File: src/hw/rtl/u2da_pkg.sv
`timescale 1ns / 1ps
// ----------------------------------------------------------------------------
// u2da_pkg
// Shared widths, types and the shift-add-3 step for the decimal text
// converter.
// ----------------------------------------------------------------------------
package u2da_pkg;

	localparam int BIN_W  = 32;
	localparam int DIGITS = 10;
	localparam int BCD_W  = 4 * DIGITS;
	localparam int CHAR_W = 8 * DIGITS;
	localparam int CNT_W  = 4;
	localparam int STAGES = 4;
	localparam int STEPS  = BIN_W / STAGES;

	localparam logic [7:0] ASCII_ZERO = 8'h30;

	typedef struct packed {
		logic [BIN_W-1:0] bin;
		logic [BCD_W-1:0] bcd;
	} dd_word_t;

	// one double-dabble iteration: correct digits, then shift one bit in
	function automatic dd_word_t dabble_step(input dd_word_t w);
		dd_word_t   r;
		logic [3:0] d;
		r = w;
		for (int i = 0; i < DIGITS; i++) begin
			d = r.bcd[i*4 +: 4];
			if (d >= 4'd5) begin
				r.bcd[i*4 +: 4] = d + 4'd3;
			end
		end
		{r.bcd, r.bin} = {r.bcd[BCD_W-2:0], r.bin, 1'b0};
		return r;
	endfunction

	// the iterations one pipeline stage covers
	function automatic dd_word_t dabble_stage(input dd_word_t w);
		dd_word_t r;
		r = w;
		for (int s = 0; s < STEPS; s++) begin
			r = dabble_step(r);
		end
		return r;
	endfunction

endpackage

File: src/hw/rtl/u2da_format.sv
`timescale 1ns / 1ps
// ----------------------------------------------------------------------------
// u2da_format
// Turns ten packed BCD digits into ASCII, drops leading zeros and
// left-aligns the text with NUL padding.
// ----------------------------------------------------------------------------
module u2da_format import u2da_pkg::*; (
	input  logic [BCD_W-1:0]  bcd,
	output logic [CHAR_W-1:0] chars,
	output logic [CNT_W-1:0]  count
);

	logic [CHAR_W-1:0] full;
	logic [CNT_W-1:0]  lead;

	always_comb begin
		full  = '0;
		count = CNT_W'(1);
		for (int i = 0; i < DIGITS; i++) begin
			full[i*8 +: 8] = ASCII_ZERO | {4'b0000, bcd[i*4 +: 4]};
		end
		for (int i = 1; i < DIGITS; i++) begin
			if (bcd[i*4 +: 4] != 4'd0) begin
				count = CNT_W'(i + 1);
			end
		end
	end

	assign lead  = CNT_W'(DIGITS) - count;
	assign chars = full << {lead, 3'b000};

endmodule

File: config.mk
export PLATFORM = sky130hd
export DESIGN_NAME = u2da_format
export DESIGN_NICKNAME = d
export VERILOG_FILES = /design/src/hw/rtl/u2da_pkg.sv /design/src/hw/rtl/u2da_format.sv
export SDC_FILE = /design/constraint.sdc
export NUM_CORES = 1
export LEC_CHECK = 0
export ABC_AREA = 1
export BUFFER_PORTS_ARGS = -buffer_cell sky130_fd_sc_hd__buf_2
export CORE_MARGIN = 1
export CORE_UTILIZATION = 33
export DETAILED_ROUTE_END_ITERATION = 10
export SETUP_SLACK_MARGIN = 0.2
export SLEW_MARGIN = 20
export SYNTH_ARGS = -nofsm -noshare
export SYNTH_HDL_FRONTEND = slang
export SYNTH_SLANG_ARGS = --single-unit
File: constraint.sdc
create_clock -name vclk -period 3.2
set_input_delay 0.32 -clock vclk [all_inputs]
set_output_delay 0.32 -clock vclk [all_outputs]
set_load 0.01 [all_outputs]
; Word level (Yosys, flattened, before mapping)
; Cells that the tools add are included.
[classes]
n_addsub = 1
n_mux = 9
shift = 1
n_reduce_logical = 9
[ops]
columns = cell, count
row1 = $shl 78x7->80, 1
row2 = $reduce_bool 4->1, 9
row3 = $mux 3, 4
row4 = $mux 4, 3
row5 = $mux 2, 2
row6 = $sub 4x4->4 const A, 1
[totals]
regBits = 0
word_cells = 20
output_inout_bits = 84

; Logic depth before layout (Yosys ltp)
[depth]
ltp_word = 12
ltp_mapped = 22
mapped_depth_nobuf = 21

; Worst setup path before layout
; OpenSTA, ideal clock, no wires.
[synth_path]
path_kind = input-to-output
start = input bcd[11]
end = output chars[13]
path_stages = 20
required_time_ns = 2.880
path_slack_ns = 0.336
path_buffers = 3
arrival_time_ns = 2.544
path_cell_list = inv_1 > nand2_1 > nor2_1 > nand2_1 > nand2_1 > nand2_1 > nand2_1 > nand2_1 > nand2_1 > nand2_2 > nand2_4 > inv_2 > ha_1 > clkbuf_1 > clkinv_1 > nor2_2 > buf_6 > nand2_4 > inv_1 > buf_4
[synth_via]
elab_chain_cells = 11
[synth_lines]
columns = element, line_no
row1 = from (decl), u2da_format.sv:8  ; input logic [BCD_W-1:0] bcd,
row2 = $reduce_bool 4->1, u2da_format.sv:23  ; if (bcd[i*4 +: 4] != 4'd0) begin
row3 = $mux 2, u2da_format.sv:23
row4 = $mux 3 (4 in series), u2da_format.sv:23
row5 = $mux 4 (3 in series), u2da_format.sv:23
row6 = net count[0], u2da_format.sv:10  ; output logic [CNT_W-1:0] count
row7 = $sub 4x4->4, u2da_format.sv:29  ; assign lead = CNT_W'(DIGITS) - count;
row8 = $shl 78x7->80, u2da_format.sv:30  ; assign chars = full << {lead, 3'b000};
row9 = to (decl), u2da_format.sv:9  ; output logic [CHAR_W-1:0] chars,
; The timed path passes the listed nets, and every way through them passes these cells.

; Worst setup path after layout
[layout_path]
start = input bcd[6]
end = output chars[50]
[layout_via]
elab_chain_cells = 12
[layout_lines]
columns = element, line_no
row1 = $reduce_bool 4->1, u2da_format.sv:23
row2 = $mux 2 (2 in series), u2da_format.sv:23
row3 = $mux 3 (4 in series), u2da_format.sv:23
row4 = $mux 4 (3 in series), u2da_format.sv:23
row5 = $sub 4x4->4, u2da_format.sv:29
row6 = $shl 78x7->80 (*), u2da_format.sv:30
; Every way passes the cells marked *; elsewhere a longest branch is shown, timed or not.

==> flow_summary.ini <==
[drt]
drc_errors = 0
vias_per_cell = 5.18
drt_first_pass_iters = 6
drtIter0Drc = 327
wl_um = 8670
wl_per_cell_um = 14.4
num_vias = 3114
ant_nets = 0

[synth]
synth.avg_cell_area_sq_um = 4.81
syn_area_sq_um = 2120
yosys_warnings = 0
ys_types = 26
syn_inst = 440
ys_seq_area_frac = 0

[timing]
rsz0062_at_grt = true
maxSlewViolCount = 0
setup_slack_ps = 385
setup_viol = 0
min_period_over_period = 0.880
period_needed_ps = 2820
fmax_ghz = 0.355
holdWs_ps = 1010
hold_violations = 0
fin_tns_setup_ps = 0

[final_layout]
final_cell_mix = nand3_1, nand2_1, buf_2
seq_cell_count = 0
seq_area_sq_um = 0
nClkBuffers = 0
stdcell_count = 601
fill_cells = 737
drive_gt1_frac = 0.295
final_common_cell = nand3_1
multi_input_area_sq_um = 1770
area_delta_synth_final_pct = 26.3
final_area_sq_um = 2680
antenna-diode-count = 0
fin_nets = 571

[setup_path]
start_kind = input pin
endpoint_kind = output pin
cp_max_fo = 6
required_ps = 2880
worstSetupPathType = input pin to output pin
worstPathArrival_ps = 2500

[floorplan]
core_area_sq_um = 6060
io_pins = 124
initial_utilization = 0.350
dieWidth_um = 82.1
die_area_sq_um = 6740
die_h_um = 82.1
rows = 28

[min_path]
holdPathStages = 4
hold_class = input pin to output pin

[grt]
overflow = 0
grt_pass1_vias = 2641
grt_pass1_wl_um = 12800
antenna_found_initial = 0
grt_max_degree = 45
gr-usage-all-layers = 0.246

[clock_tree]
holdBufCountCts = 0

[placement]
place_congestion = 0.970
dp.cells = 597
dp_slack_ps = 113
port_buffers = 104
place_area_sq_um = 2560
place_hpwl_um = 6790

[pwr]
powerDensity_nw_per_um2 = 140
leakage_nw = 1.52
peakVddDrop_v = 0.0000773

[run_status]
status = complete, no violations

[flow_run]
maxCapViolCount = 0
-- synthesized netlist by cell type --
| cell type | count | area, sq um |
|---|---|---|
| nand3_1 | 129 | 646 |
| nand2_1 | 120 | 450 |
| nor2_1 | 54 | 203 |
| buf_4 | 31 | 233 |
| inv_1 | 31 | 116 |
| a21oi_1 | 17 | 85.1 |
| buf_2 | 11 | 55.1 |
| clkbuf_1 | 10 | 37.5 |
| inv_2 | 6 | 22.5 |
| nand2_2 | 4 | 25.0 |
| nor2_2 | 4 | 25.0 |
| ha_1 | 3 | 37.5 |
| nand2_4 | 3 | 33.8 |
| nor3_2 | 3 | 30.0 |
| clkinv_1 | 2 | 7.51 |
| nand3b_1 | 2 | 15.0 |
| and2_1 | 1 | 6.26 |
| buf_6 | 1 | 11.3 |
| conb_1 | 1 | 3.75 |
| nand3_2 | 1 | 10.0 |
| nor2_4 | 1 | 11.3 |
| nor3b_2 | 1 | 12.5 |
| nor4_4 | 1 | 21.3 |
| o21ai_0 | 1 | 5.00 |
| o21ai_2 | 1 | 8.76 |
| or2_2 | 1 | 6.26 |
-- power breakdown --
| part | internal, mW | switching [mW] | leakage (nW) | total, mW |
|---|---|---|---|---|
| Sequential | 0 | 0 | 0 | 0 |
| Combinational | 0.139 | 0.237 | 1.52 | 0.376 |
| Clock | 0 | 0 | 0 | 0 |
-- critical path, cell delays in order --
cell and delay, ps:
buf_2 130, nor2_2 150, nand2_1 70, nand2_1 70, nand2_1 50, nand2_1 70, nand2_1 50, nand2_1 70
nand2_1 60, nand2_2 100, nand2_4 50, inv_2 130, ha_4 170, inv_1 50, nand3_1 120, nand2_4 100
buf_4 160, nor2_2 210, nand3_1 100, nand3_1 100, nor2_1 50, buf_2 130
-- kinds of logic after synthesis --
kind of cell | Yosys count | synth area share
other cells | 1 | 0.00177
buf+inv | 92 | 0.228
fa+ha+maj | 3 | 0.0177
compound gates | 19 | 0.0467
simple gates | 325 | 0.706
-- path summary, 6_finish.rpt --
| kind | startpoint | end | slack [ps] |
|---|---|---|---|
| hold / removal | bcd[1] | chars[1] | 1010 |
| setup / recovery | bcd[6] | chars[50] | 380 |
-- metrics by stage --
stage	total power, mW	utilization
after global routing	0.414	0.441
after CTS	0.361	0.423
after floorplan	0.235	-
after global placement	0.358	0.422
final	0.376	0.441
after detailed placement	0.359	0.422
-- what timing repair did --
action	4_1_cts	5_1_grt
gates cloned	0	1
buffers inserted	0	3
gates resized for setup	2	20
pin swaps	0	6
setup endpoints to repair	13	48
-- layout make-up --
| type | count | share of cell area |
|---|---|---|
| multi-input cells | 368 | 0.660 |
| repair buffers | 119 | 0.250 |
| inverters | 39 | 0.0547 |
| well taps | 75 | 0.0351 |
-- per-layer routing --
layer  vias to the layer above  wire (um)  track usage
li1                       1546          -            -
met1                      1365       3550        0.327
met2                       182       4190        0.437
met3                        21        738       0.0187
met4                         0        197       0.0386
met5                         -          0            0
Power figures use the tool's default switching activity.
